===== config.mk =====
export PLATFORM = sky130hd
export DESIGN_NAME = packed_grid_value_unpacker_top
export DESIGN_NICKNAME = d
export VERILOG_FILES = /design/src/rtl/pgvu_pkg.sv /design/src/rtl/pgvu_front.sv /design/src/rtl/pgvu_queue.sv /design/src/rtl/pgvu_back.sv /design/src/rtl/packed_grid_value_unpacker_top.sv
export SDC_FILE = /design/constraint.sdc
export NUM_CORES = 2
export LEC_CHECK = 0
export BUFFER_PORTS_ARGS = -buffer_cell sky130_fd_sc_hd__buf_4
export CORE_ASPECT_RATIO = 1.5
export CORE_MARGIN = 2
export CORE_UTILIZATION = 34
export DETAILED_ROUTE_END_ITERATION = 10
export GPL_TIMING_DRIVEN = 0
export PLACE_DENSITY_LB_ADDON = 0.25
export SYNTH_ARGS = -nofsm -noshare
export SYNTH_HDL_FRONTEND = slang
export SYNTH_HIERARCHICAL = 1
export SYNTH_SLANG_ARGS = --single-unit

===== constraint.sdc =====
create_clock -name i_clk -period 22 [get_ports i_clk]
set_clock_uncertainty 0.05 [all_clocks]
set_input_delay 5.5 -clock i_clk [delete_from_list [all_inputs] [get_ports i_clk]]
set_output_delay 5.5 -clock i_clk [all_outputs]
set_load 0.1 [all_outputs]

===== src/rtl/pgvu_pkg.sv =====
// Shared types and constants for the packed grid value unpacker.
// Used by every module under rtl; it depends on nothing else.
package pgvu_pkg;

    // Default sizes handed down from the top level.
    localparam int BUFFER_BITS_DEF = 64;
    localparam int QUEUE_DEPTH_DEF = 4;

    // Widest packed value, in bits.
    localparam int MAX_VALUE_BITS = 32;

    // Configuration register indexes (byte address is 8 times the index).
    localparam logic [2:0] REG_VALUE_BITS      = 3'd0;
    localparam logic [2:0] REG_SCALED_OFFSET   = 3'd1;
    localparam logic [2:0] REG_SCALE_MANTISSA  = 3'd2;
    localparam logic [2:0] REG_SCALE_SHIFT     = 3'd3;
    localparam logic [2:0] REG_PLAIN_REFERENCE = 3'd4;

    // Input commands.
    localparam logic CMD_PUSH   = 1'b0;
    localparam logic CMD_DECODE = 1'b1;

    // Missing-value window: values that round to 9999 in Q40.24.
    localparam logic signed [63:0] SENTINEL_LO =
        64'sd9999 * 64'sd16777216 - 64'sd8388608;
    localparam logic signed [63:0] SENTINEL_HI = SENTINEL_LO + 64'sd16777216;

    typedef enum logic [2:0] {
        ST_VALUE    = 3'd0,
        ST_BITMAP   = 3'd1,
        ST_SENTINEL = 3'd2,
        ST_UNDER    = 3'd3,
        ST_OVER     = 3'd4
    } t_status;

    typedef struct packed {
        logic       command;
        logic [7:0] data_byte;
        logic       present;
    } t_in_item;

    typedef struct packed {
        logic signed [63:0] value;
        t_status            status;
    } t_out_item;

    typedef struct packed {
        logic [5:0]         value_bits;
        logic signed [63:0] scaled_offset;
        logic [31:0]        scale_mantissa;
        logic signed [6:0]  scale_shift;
        logic signed [63:0] plain_reference;
    } t_cfg;

    // Work handed from the front end to the arithmetic back end. When decode
    // is set, payload carries the raw packed value (later the product, then
    // the scaled term); otherwise payload and status are the final result.
    typedef struct packed {
        logic        decode;
        t_status     status;
        logic [63:0] payload;
    } t_job;

endpackage


===== src/rtl/pgvu_front.sv =====
// Front end: owns the bit buffer, classifies each accepted transaction and
// extracts the packed value. Depends on pgvu_pkg.
module pgvu_front
    import pgvu_pkg::*;
#(
    parameter int BUFFER_BITS = BUFFER_BITS_DEF
) (
    input  logic     i_clk,
    input  logic     i_rst_n,
    input  t_cfg     i_cfg,
    input  logic     i_accept,
    input  t_in_item i_item,
    output logic     o_job_valid,
    output t_job     o_job
);

    localparam int CW = $clog2(BUFFER_BITS + 1);

    logic [BUFFER_BITS-1:0] r_buf, n_buf;
    logic [CW-1:0]          r_cnt, n_cnt;
    logic [5:0]             w;
    logic [CW-1:0]          shift_down;
    logic [BUFFER_BITS-1:0] shifted;
    logic [MAX_VALUE_BITS-1:0] x_mask;

    assign w          = (i_cfg.value_bits > 6'(MAX_VALUE_BITS)) ?
                        6'(MAX_VALUE_BITS) : i_cfg.value_bits;
    assign shift_down = r_cnt - CW'(w);
    assign shifted    = r_buf >> shift_down;
    assign x_mask     = MAX_VALUE_BITS'(({{MAX_VALUE_BITS{1'b0}}, 1'b1} << w) - 1'b1);

    always_comb begin
        n_buf       = r_buf;
        n_cnt       = r_cnt;
        o_job_valid = 1'b0;
        o_job       = '0;
        o_job.status = ST_VALUE;
        if (i_accept) begin
            priority if (i_item.command == CMD_PUSH) begin
                if ((32'(r_cnt) + 32'd8) > 32'(BUFFER_BITS)) begin
                    o_job_valid  = 1'b1;
                    o_job.status = ST_OVER;
                end else begin
                    n_buf = {r_buf[BUFFER_BITS-9:0], i_item.data_byte};
                    n_cnt = r_cnt + CW'(8);
                end
            end else if (!i_item.present) begin
                o_job_valid  = 1'b1;
                o_job.status = ST_BITMAP;
            end else if (w == 6'd0) begin
                o_job_valid   = 1'b1;
                o_job.payload = i_cfg.plain_reference;
            end else if (32'(r_cnt) < 32'(w)) begin
                o_job_valid  = 1'b1;
                o_job.status = ST_UNDER;
            end else begin
                o_job_valid   = 1'b1;
                o_job.decode  = 1'b1;
                o_job.payload = 64'(shifted[MAX_VALUE_BITS-1:0] & x_mask);
                n_cnt         = shift_down;
                n_buf         = r_buf & ~({BUFFER_BITS{1'b1}} << shift_down);
            end
        end
    end

    always_ff @(posedge i_clk) begin
        if (!i_rst_n) begin
            r_buf <= '0;
            r_cnt <= '0;
        end else begin
            r_buf <= n_buf;
            r_cnt <= n_cnt;
        end
    end

endmodule


===== src/rtl/pgvu_queue.sv =====
// Short first-in first-out queue of jobs between the front and back ends.
// Depends on pgvu_pkg.
module pgvu_queue
    import pgvu_pkg::*;
#(
    parameter int DEPTH = QUEUE_DEPTH_DEF
) (
    input  logic i_clk,
    input  logic i_rst_n,
    input  logic i_push,
    input  t_job i_job,
    input  logic i_pop,
    output logic o_valid,
    output t_job o_job,
    output logic o_full
);

    localparam int PW = (DEPTH > 1) ? $clog2(DEPTH) : 1;
    localparam int CW = $clog2(DEPTH + 1);

    t_job          r_mem [DEPTH];
    logic [PW-1:0] r_wr, r_rd;
    logic [CW-1:0] r_cnt;

    assign o_valid = (r_cnt != '0);
    assign o_full  = (r_cnt == CW'(DEPTH));
    assign o_job   = r_mem[r_rd];

    always_ff @(posedge i_clk) begin
        if (i_push) begin
            r_mem[r_wr] <= i_job;
        end
    end

    always_ff @(posedge i_clk) begin
        if (!i_rst_n) begin
            r_wr  <= '0;
            r_rd  <= '0;
            r_cnt <= '0;
        end else begin
            if (i_push) begin
                r_wr <= (r_wr == PW'(DEPTH - 1)) ? '0 : r_wr + PW'(1);
            end
            if (i_pop) begin
                r_rd <= (r_rd == PW'(DEPTH - 1)) ? '0 : r_rd + PW'(1);
            end
            r_cnt <= r_cnt + CW'(i_push) - CW'(i_pop);
        end
    end

endmodule


===== src/rtl/pgvu_back.sv =====
// Back end: three-stage multiply, scale and saturating add with the missing
// value check; the last stage is the output register. Depends on pgvu_pkg.
module pgvu_back
    import pgvu_pkg::*;
(
    input  logic      i_clk,
    input  logic      i_rst_n,
    input  t_cfg      i_cfg,
    input  logic      i_job_valid,
    input  t_job      i_job,
    output logic      o_pop,
    output logic      o_out_valid,
    input  logic      i_out_ready,
    output t_out_item o_out_data
);

    logic r_v1, r_v2, r_v3;
    t_job r_job1, r_job2;
    t_out_item r_out;
    logic en1, en2, en3;

    logic [127:0]       wide;
    logic [6:0]         k_down;
    logic [64:0]        down;
    logic [63:0]        term;
    logic signed [66:0] sum;
    logic signed [63:0] y;
    t_job               n_job1, n_job2;
    t_out_item          n_out;

    // A stage moves when the one after it is empty or moving.
    assign en3   = !r_v3 || i_out_ready;
    assign en2   = !r_v2 || en3;
    assign en1   = !r_v1 || en2;
    assign o_pop = i_job_valid && en1;

    // Stage 1: product of the packed value and the mantissa.
    always_comb begin
        n_job1 = i_job;
        if (i_job.decode) begin
            n_job1.payload = 64'(i_job.payload[31:0]) * 64'(i_cfg.scale_mantissa);
        end
    end

    // Stage 2: power-of-two scaling, saturating up and rounding half up down.
    always_comb begin
        wide   = 128'(r_job1.payload) << i_cfg.scale_shift[5:0];
        k_down = 7'(-i_cfg.scale_shift);
        down   = {r_job1.payload, 1'b0} >> k_down;
        if (i_cfg.scale_shift >= 0) begin
            term = (wide[127:64] != '0) ? {64{1'b1}} : wide[63:0];
        end else begin
            term = down[64:1] + 64'(down[0]);
        end
        n_job2 = r_job1;
        if (r_job1.decode) begin
            n_job2.payload = term;
        end
    end

    // Stage 3: saturating add of the offset and the missing-value window.
    always_comb begin
        sum = 67'(i_cfg.scaled_offset) + $signed({3'b000, r_job2.payload});
        if (sum > $signed({4'b0000, {63{1'b1}}})) begin
            y = {1'b0, {63{1'b1}}};
        end else begin
            y = sum[63:0];
        end
        if (r_job2.decode) begin
            if (y >= SENTINEL_LO && y < SENTINEL_HI) begin
                n_out.value  = '0;
                n_out.status = ST_SENTINEL;
            end else begin
                n_out.value  = y;
                n_out.status = ST_VALUE;
            end
        end else begin
            n_out.value  = r_job2.payload;
            n_out.status = r_job2.status;
        end
    end

    always_ff @(posedge i_clk) begin
        if (en1) begin
            r_job1 <= n_job1;
        end
        if (en2) begin
            r_job2 <= n_job2;
        end
        if (en3) begin
            r_out <= n_out;
        end
    end

    always_ff @(posedge i_clk) begin
        if (!i_rst_n) begin
            r_v1 <= 1'b0;
            r_v2 <= 1'b0;
            r_v3 <= 1'b0;
        end else begin
            if (en1) begin
                r_v1 <= i_job_valid;
            end
            if (en2) begin
                r_v2 <= r_v1;
            end
            if (en3) begin
                r_v3 <= r_v2;
            end
        end
    end

    assign o_out_valid = r_v3;
    assign o_out_data  = r_out;

endmodule


===== src/rtl/packed_grid_value_unpacker_top.sv =====
// Top level of the packed grid value unpacker: configuration registers,
// front end, job queue and arithmetic back end. Depends on pgvu_pkg.
//
// This block decodes simple-packed grid data as a stream. A transaction with
// command push shifts one data byte, most significant bit first, into a bit
// buffer of BUFFER_BITS bits; it returns nothing unless the buffer has no room,
// in which case the byte is dropped and an overflow result is returned. A
// transaction with command decode returns exactly one result: bitmap missing
// when the point is absent, the plain reference when the bit width is zero,
// underflow when too few bits are buffered (nothing is consumed), and
// otherwise offset plus X times mantissa times two to the shift, in Q40.24
// and saturated to the signed 64-bit range, reported as sentinel missing when
// it rounds to 9999. The block takes one transaction per clock cycle while its
// job queue has room. The front end classifies each transaction and updates
// the bit buffer in the cycle it is accepted; each result then passes through
// the registered job queue and the multiply, scale and add stages of the back
// end. A queue of QUEUE_DEPTH jobs sits between the two, so input is taken
// while results wait at the output, and input ready drops only when that queue
// is full. Registers are written over the APB-style port at byte address 8
// times the register index and should only be changed while the block is idle.
module packed_grid_value_unpacker_top
    import pgvu_pkg::*;
#(
    parameter int BUFFER_BITS = BUFFER_BITS_DEF,
    parameter int QUEUE_DEPTH = QUEUE_DEPTH_DEF
) (
    input  logic        i_clk,
    input  logic        i_rst_n,
    // Input transactions.
    input  logic        i_in_valid,
    output logic        o_in_ready,
    input  t_in_item    i_in_data,
    // Result transactions.
    output logic        o_out_valid,
    input  logic        i_out_ready,
    output t_out_item   o_out_data,
    // Configuration port.
    input  logic        psel,
    input  logic        penable,
    input  logic        pwrite,
    input  logic [5:0]  paddr,
    input  logic [63:0] pwdata,
    output logic [63:0] prdata,
    output logic        pready
);

    t_cfg       r_cfg;
    logic [2:0] reg_idx;
    logic       cfg_write;

    logic in_accept;
    logic front_job_valid;
    t_job front_job;
    logic q_valid, q_full, q_pop;
    t_job q_job;

    // Register file. Writes land at the access phase; reads are combinational.
    assign reg_idx   = paddr[5:3];
    assign cfg_write = psel && penable && pwrite;
    assign pready    = 1'b1;

    always_ff @(posedge i_clk) begin
        if (!i_rst_n) begin
            r_cfg <= '0;
        end else if (cfg_write) begin
            unique case (reg_idx)
                REG_VALUE_BITS:      r_cfg.value_bits      <= pwdata[5:0];
                REG_SCALED_OFFSET:   r_cfg.scaled_offset   <= pwdata;
                REG_SCALE_MANTISSA:  r_cfg.scale_mantissa  <= pwdata[31:0];
                REG_SCALE_SHIFT:     r_cfg.scale_shift     <= pwdata[6:0];
                REG_PLAIN_REFERENCE: r_cfg.plain_reference <= pwdata;
                default: ;
            endcase
        end
    end

    always_comb begin
        unique case (reg_idx)
            REG_VALUE_BITS:      prdata = 64'(r_cfg.value_bits);
            REG_SCALED_OFFSET:   prdata = r_cfg.scaled_offset;
            REG_SCALE_MANTISSA:  prdata = 64'(r_cfg.scale_mantissa);
            REG_SCALE_SHIFT:     prdata = 64'(r_cfg.scale_shift);
            REG_PLAIN_REFERENCE: prdata = r_cfg.plain_reference;
            default:             prdata = '0;
        endcase
    end

    // The front end takes a transaction whenever the queue has room for the
    // job it might create.
    assign o_in_ready = !q_full;
    assign in_accept  = i_in_valid && o_in_ready;

    pgvu_front #(
        .BUFFER_BITS(BUFFER_BITS)
    ) u_front (
        .i_clk       (i_clk),
        .i_rst_n     (i_rst_n),
        .i_cfg       (r_cfg),
        .i_accept    (in_accept),
        .i_item      (i_in_data),
        .o_job_valid (front_job_valid),
        .o_job       (front_job)
    );

    pgvu_queue #(
        .DEPTH(QUEUE_DEPTH)
    ) u_queue (
        .i_clk   (i_clk),
        .i_rst_n (i_rst_n),
        .i_push  (front_job_valid),
        .i_job   (front_job),
        .i_pop   (q_pop),
        .o_valid (q_valid),
        .o_job   (q_job),
        .o_full  (q_full)
    );

    pgvu_back u_back (
        .i_clk       (i_clk),
        .i_rst_n     (i_rst_n),
        .i_cfg       (r_cfg),
        .i_job_valid (q_valid),
        .i_job       (q_job),
        .o_pop       (q_pop),
        .o_out_valid (o_out_valid),
        .i_out_ready (i_out_ready),
        .o_out_data  (o_out_data)
    );

endmodule


# --- Word level (Yosys, flattened, before mapping) ---
# Memories as Yosys holds them, arrays and structs flattened. A register that Yosys moved wholly into a read port is not among the register bits.
# Cells that the tools add are included.
op_classes:
  mux: 41
  eq_ne: 11
  n_addsub: 11
  reduce_logical: 22
  shifts: 5
  bitwise_logic: 3
  n_mul: 1
  div: 0
  n_lt_le_gt_ge: 7
op_table:
  columns: ["operator", "n"]
  rows:
  - ["64-bit two-way mux", 14]
  - ["64-bit case mux with 5 select lines", 1]
  - ["67-bit two-way mux", 2]
  - ["64-bit by 6-bit left shift with 128-bit output", 1]
  - ["68-bit two-way mux", 1]
  - ["67-bit by 64-bit greater-than comparator with 1-bit output (second input constant)", 1]
  - ["64-bit by 65-bit adder with 66-bit output", 1]
  - ["65-bit by 7-bit >> shifter with 65-bit output", 1]
  - ["64-bit by 1-bit adder with 64-bit output", 1]
  - ["64-bit bitwise AND", 1]
  - ["64-bit by 39-bit greater-or-equal comparator with 1-bit output (second input constant)", 1]
  - ["64-bit by 39-bit < comparator with 1-bit output (second input constant)", 1]
  - ["32-bit by 32-bit multiplier with 64-bit output", 1]
  - ["64-bit inverter", 1]
  - ["64-bit nonzero test", 1]
  - ["64-bit by 7-bit left shift with 64-bit output (first input constant)", 1]
  - ["64-bit by 7-bit >> shifter with 32-bit output", 1]
  - ["7-bit two-way mux", 5]
  - ["32-bit bitwise AND", 1]
  - ["32-bit by 7-bit greater-than comparator with 1-bit output (second input constant)", 1]
  - ["1-bit by 6-bit left shift with 32-bit output (first input constant)", 1]
  - ["32-bit by 1-bit subtractor with 32-bit output (second input constant)", 1]
  - ["2-bit two-way mux", 5]
  - ["2-bit AND reduction", 5]
  - ["26 further kinds", 51]
word_totals:
  input_bits: 87
  ramBits: 272
  latchBits: 0
  memories: 1
  register_bits: 457
  mem_bits_ro: 0
  out_inout_bits: 134
  wordCells: 123
mem_list:
  columns: ["memory", "depth", "width", "read_ports", "rd_ports_with_merged_regs", "wr", "line", "rtl"]
  rows:
  - ["u_queue.r_mem", 4, 68, 1, 1, 1, "pgvu_queue.sv:21", "t_job r_mem [DEPTH];"]

# --- Longest topological paths before layout ---
depth:
  ltp_word: 10
  depth_mapped: 33

# --- By module ---
# The synthesis kept the hierarchy.
modules_own_cells:
  columns: ["module", "seq_area_each_um2", "cells_each", "area_each_um2", "n_inst"]
  rows:
  - ["pgvu_back", 6155.9, 6420, 56819.5, 1]
  - ["pgvu_queue", 8348.0, 400, 10294.9, 1]
  - ["pgvu_front", 1421.4, 1141, 8484.4, 1]
  - ["packed_grid_value_unpacker_top", 3463.3, 810, 7729.9, 1]

# --- Least setup slack after synthesis ---
# OpenSTA, ideal clock, no wires.
synth_timing:
  path_kind: "input-to-output"
  from: "input port paddr[3]"
  to: "output port prdata[0]"
  setup_slack_ns: 8.735
  stages: 5
  n_path_buf: 2
  arrival_ns: 7.715
  t_required_ns: 16.450
  cell_sequence: "buf_2 buf_4 nor2_1 a22oi_1 o22ai_1"
synth_between:
  elab_chain_len: 2
  word_cells_on_any_way: 6
  classes_between: "4 x eq/ne; 1 x mux; 1 x reduce/logical"
synth_rtl:
  columns: ["item", "line", "rtl"]
  rows:
  - ["from (decl)", "packed_grid_value_unpacker_top.sv:41", "input logic [5:0] paddr,"]
  - ["3-bit equality test, or another cell as far along", "packed_grid_value_unpacker_top.sv:78", "unique case (reg_idx)"]
  - ["64-bit case mux with 5 select lines (*)", "packed_grid_value_unpacker_top.sv:78", null]
  - ["to (decl)", "packed_grid_value_unpacker_top.sv:43", "output logic [63:0] prdata,"]
# Mark *: on every way between the ends. The rest lies on a longest branch, timed or not.

# --- Worst setup path after layout ---
layout_timing:
  from: "input port paddr[3]"
  to: "output port prdata[3]"
# Same word-level chain as after synthesis.

==> results_dict.tcl <==
set metrics [dict create \
    finalCriticalPeriod_ns 13.37 \
    final-setup-viol-count 0 \
    pre_cts_ws_ns 8.72 \
    grt_pass1_wl_mm 556 \
    drive_above_1_share_pct 10.9 \
    cp-end-kind "primary output" \
    holdCritPathClass "flop to flop" \
    drv_slew 0 \
    drc_errors 0 \
    fin_ws_ns 8.63 \
    worst_ep_arrival_time_ns 7.82 \
    grtUsageTotal_pct 31.3 \
    htreeDepth 3 \
    synth_ff_type "edfxtp_1" \
    whs_ns 0.369 \
    clock-sinks 731 \
    rsz0062_at_grt "false" \
    syn_area_um2 83300 \
    wl_per_cell_um 31.9 \
    yosysUniqueCellTypes 122 \
    tritoncts "built" \
    slew_headroom_pct 7.24 \
    wl_mm 396 \
    fmax_mhz 74.8 \
    synth_warnings 6 \
    grt_pass1_vias 73800 \
    numPlacedInstances 12200 \
    cts_hold_buffers 0 \
    synth_seq_area_share_pct 23.3 \
    grt-ovfl-total 0 \
    finalWeightedCongestion 1.07 \
    switching_share_pct 50.4 \
    grt_max_degree 66 \
    clk-insertion-delay-late_ns 0.73 \
    seq_power_share_pct 29.6 \
    antenna_found_initial 33 \
    dp_hpwl_mm 323 \
    numPortBuffers 215 \
    critPathMaxFanout 10 \
    num_rows 222 \
    crit_type "input port to primary output" \
    die_x_um 408 \
    outcome "finished, final reports clean" \
    syn_to_final_growth_pct 10.5 \
    hold_violations 0 \
    clock_power_share_pct 20.5 \
    numCtsBuffers 81 \
    cts_max_path_buffers 3 \
    io_pins 221 \
    tightest_slew_ns 1.39 \
    drtIter0Drc 7498 \
    dr_total_vias 72500 \
    utilization_pct 37.8 \
    via_per_inst 5.84 \
    initial_core_util_pct 34.2 \
    finalNonFillerCells 12400 \
    postCtsSetupRepairBufs 0 \
    finalNetCount 10400 \
    powerDensity_nw_per_um2 75.2 \
    p_comb_share_pct 49.8 \
    syn_area_per_cell_um2 9.50 \
    peakVddDrop_mv 0.135 \
    ys_ff_latch 731 \
    fin_tns_setup_ns 0 \
    dr.pass1.iters 8 \
    clkTransAtPathRegs_ns 0.06 \
    start_kind "input port" \
    fin_crit_sh_pct 60.8 \
    p_switching_mw 3.49 \
    synth_edf_count 475 \
    drtAntennaViolNets 0 \
    dieArea_um2 249000 \
    critPathRequiredTime_ns 16.45 \
    chipHeight_um 610 \
    p_leak_nw 38.6 \
    clock-root-buffer "clkbuf_16" \
    syn_nets 10100 \
    cap_violations 0 \
    cts_resized 0 \
    syn_inst 8771 \
    async_reset_ff_share_pct 0 \
    core_um2 244000 \
    fillers 24900 \
    intPower_mw 3.44 \
]
-- cells by family after synthesis --
family / after synthesis / share of synthesized area, %
other cells: 1 / 0.00450
xor+xnor: 191 / 2.09
mux: 812 / 13.8
buf+inv: 1693 / 8.35
compound gates: 1383 / 11.0
simple gates: 2715 / 14.7
flops: 731 / 23.3
fa+ha+maj: 1245 / 26.8
-- critical path, stage by stage --
cell     delay, ns
buf_4         0.14
buf_2         0.21
buf_4         0.22
nor2b_1       0.40
a22oi_1       0.12
o22ai_1       0.78
buf_4         0.44
-- cell type report --
class                   count  area, um^2  share of cell area (%)
flip-flops and latches    731       19400                    21.1
diodes                     22        55.1                  0.0598
multi-input cells        6347       57000                    61.9
well taps                3248        4060                    4.41
clock buffers              95        2100                    2.28
plain buffers             618        2930                    3.18
inverters                1075        4040                    4.38
clock inverters            53         658                   0.715
repair buffers            224        1830                    1.99
-- path summary, 6_finish.rpt --
kind	from	to	slack [ns]	depth (start not counted)
setup / recovery	paddr[3]	prdata[3]	8.63	7
hold / removal	u_back/n_job2[66]	u_back/r_job2[66]	0.37	0
hold reg to reg	u_back/n_job2[66]	u_back/r_job2[66]	0.37	0
setup reg to reg	flop	u_back/r_job1[62]	10.19	31
-- power groups by stage --
stage | Combinational, mW | Clock [mW] | Sequential (mW)
finish | 3.45 | 1.42 | 2.05
global route | 3.52 | 1.50 | 2.04
CTS | 3.32 | 1.44 | 2.02
detailed placement | 3.31 | 0 | 2.05
global placement | 3.30 | 0 | 2.05
floorplan | 1.57 | 0 | 2.26
-- state kept, by name (all words and copies together), names as in the netlist, named ones only --
signal and flops:
r_cfg 173, u_front/r_buf 64, u_back/o_out_data 67, u_back/r_job2 68, u_back/r_job1 64, u_back/n_job2 4
u_front/r_cnt 7, u_back/r_v1 1, u_queue/r_mem 272, u_back/r_v2 1, u_queue/r_cnt 3, u_back/o_out_valid 1
u_queue/r_rd 2, u_queue/r_wr 2
-- per-layer routing --
layer  up-vias  GRT usage, %  routed length [um]
li1      30300             -                   -
met3      1439          5.72               28400
met4        14          27.9               43000
met2      4053          51.1              185000
met1     36700          34.8              139000
met5         -             0                  86
-- placed cells by master (no fill, tap or decap), drive strengths merged, types with 23 or more instances in the layout --
cell type  instances
mux4             251
a31oi             57
clkbuf           538
mux2             159
nor3              85
nand2b            36
nor2b             57
a21boi            46
nor2             390
edfxtp           475
buf              399
a221o             37
nand3            102
a21o              97
a21oi            314
a211oi            56
and3              27
nand4             54
o21ai            309
fa               899
o22ai             43
clkinv            34
xnor2            123
o21a              34
or3               24
mux2i            402
and2             279
xor2              67
nand2           1555
inv             1080
dfxtp            256
o211ai            79
o2bb2ai           32
a22oi             88
ha               346
or2               23
-- Yosys cell counts (15+ instances only) --
library cell	instances	area share [%]
mux2_2	159	2.1
clkbuf_1	442	2.0
dfxtp_1	256	6.2
edfxtp_1	475	17
or2_2	17	0.13
xnor2_1	120	1.3
fa_1	899	22
a221o_1	37	0.44
a22oi_1	87	0.78
buf_4	27	0.24
o2bb2ai_1	32	0.34
and3_1	26	0.20
ha_1	346	5.2
nor4_1	15	0.11
o22ai_1	43	0.32
buf_2	70	0.42
o221ai_1	22	0.23
buf_1	30	0.14
mux2i_1	402	4.8
o31ai_1	15	0.14
a21o_1	97	0.87
or3_1	22	0.17
nand2_1	1553	7.0
a21boi_0	27	0.24
buf_6	40	0.54
o21bai_1	17	0.15
nor2_1	387	1.7
nor3_1	79	0.47
a21oi_1	312	1.9
a211oi_1	54	0.49
mux4_2	251	6.8
xor2_1	66	0.69
nand3_1	101	0.61
o21a_1	34	0.31
o21ai_0	295	1.8
a31oi_1	57	0.43
nand2b_1	36	0.27
o211ai_1	78	0.70
inv_1	1071	4.8
nand4_1	52	0.39
nor2b_1	57	0.43
and2_1	277	2.1
a21boi_1	19	0.17
-- per-stage QoR --
step | power, mW | instance area, um^2
after detailed placement | 5.35 | 89300
final | 6.92 | 92100
after global placement | 5.35 | 89000
after CTS | 6.78 | 92000
after global routing | 7.05 | 92000
after floorplan | 3.83 | 83300
Note: power is estimated with default switching activity, not from simulation.
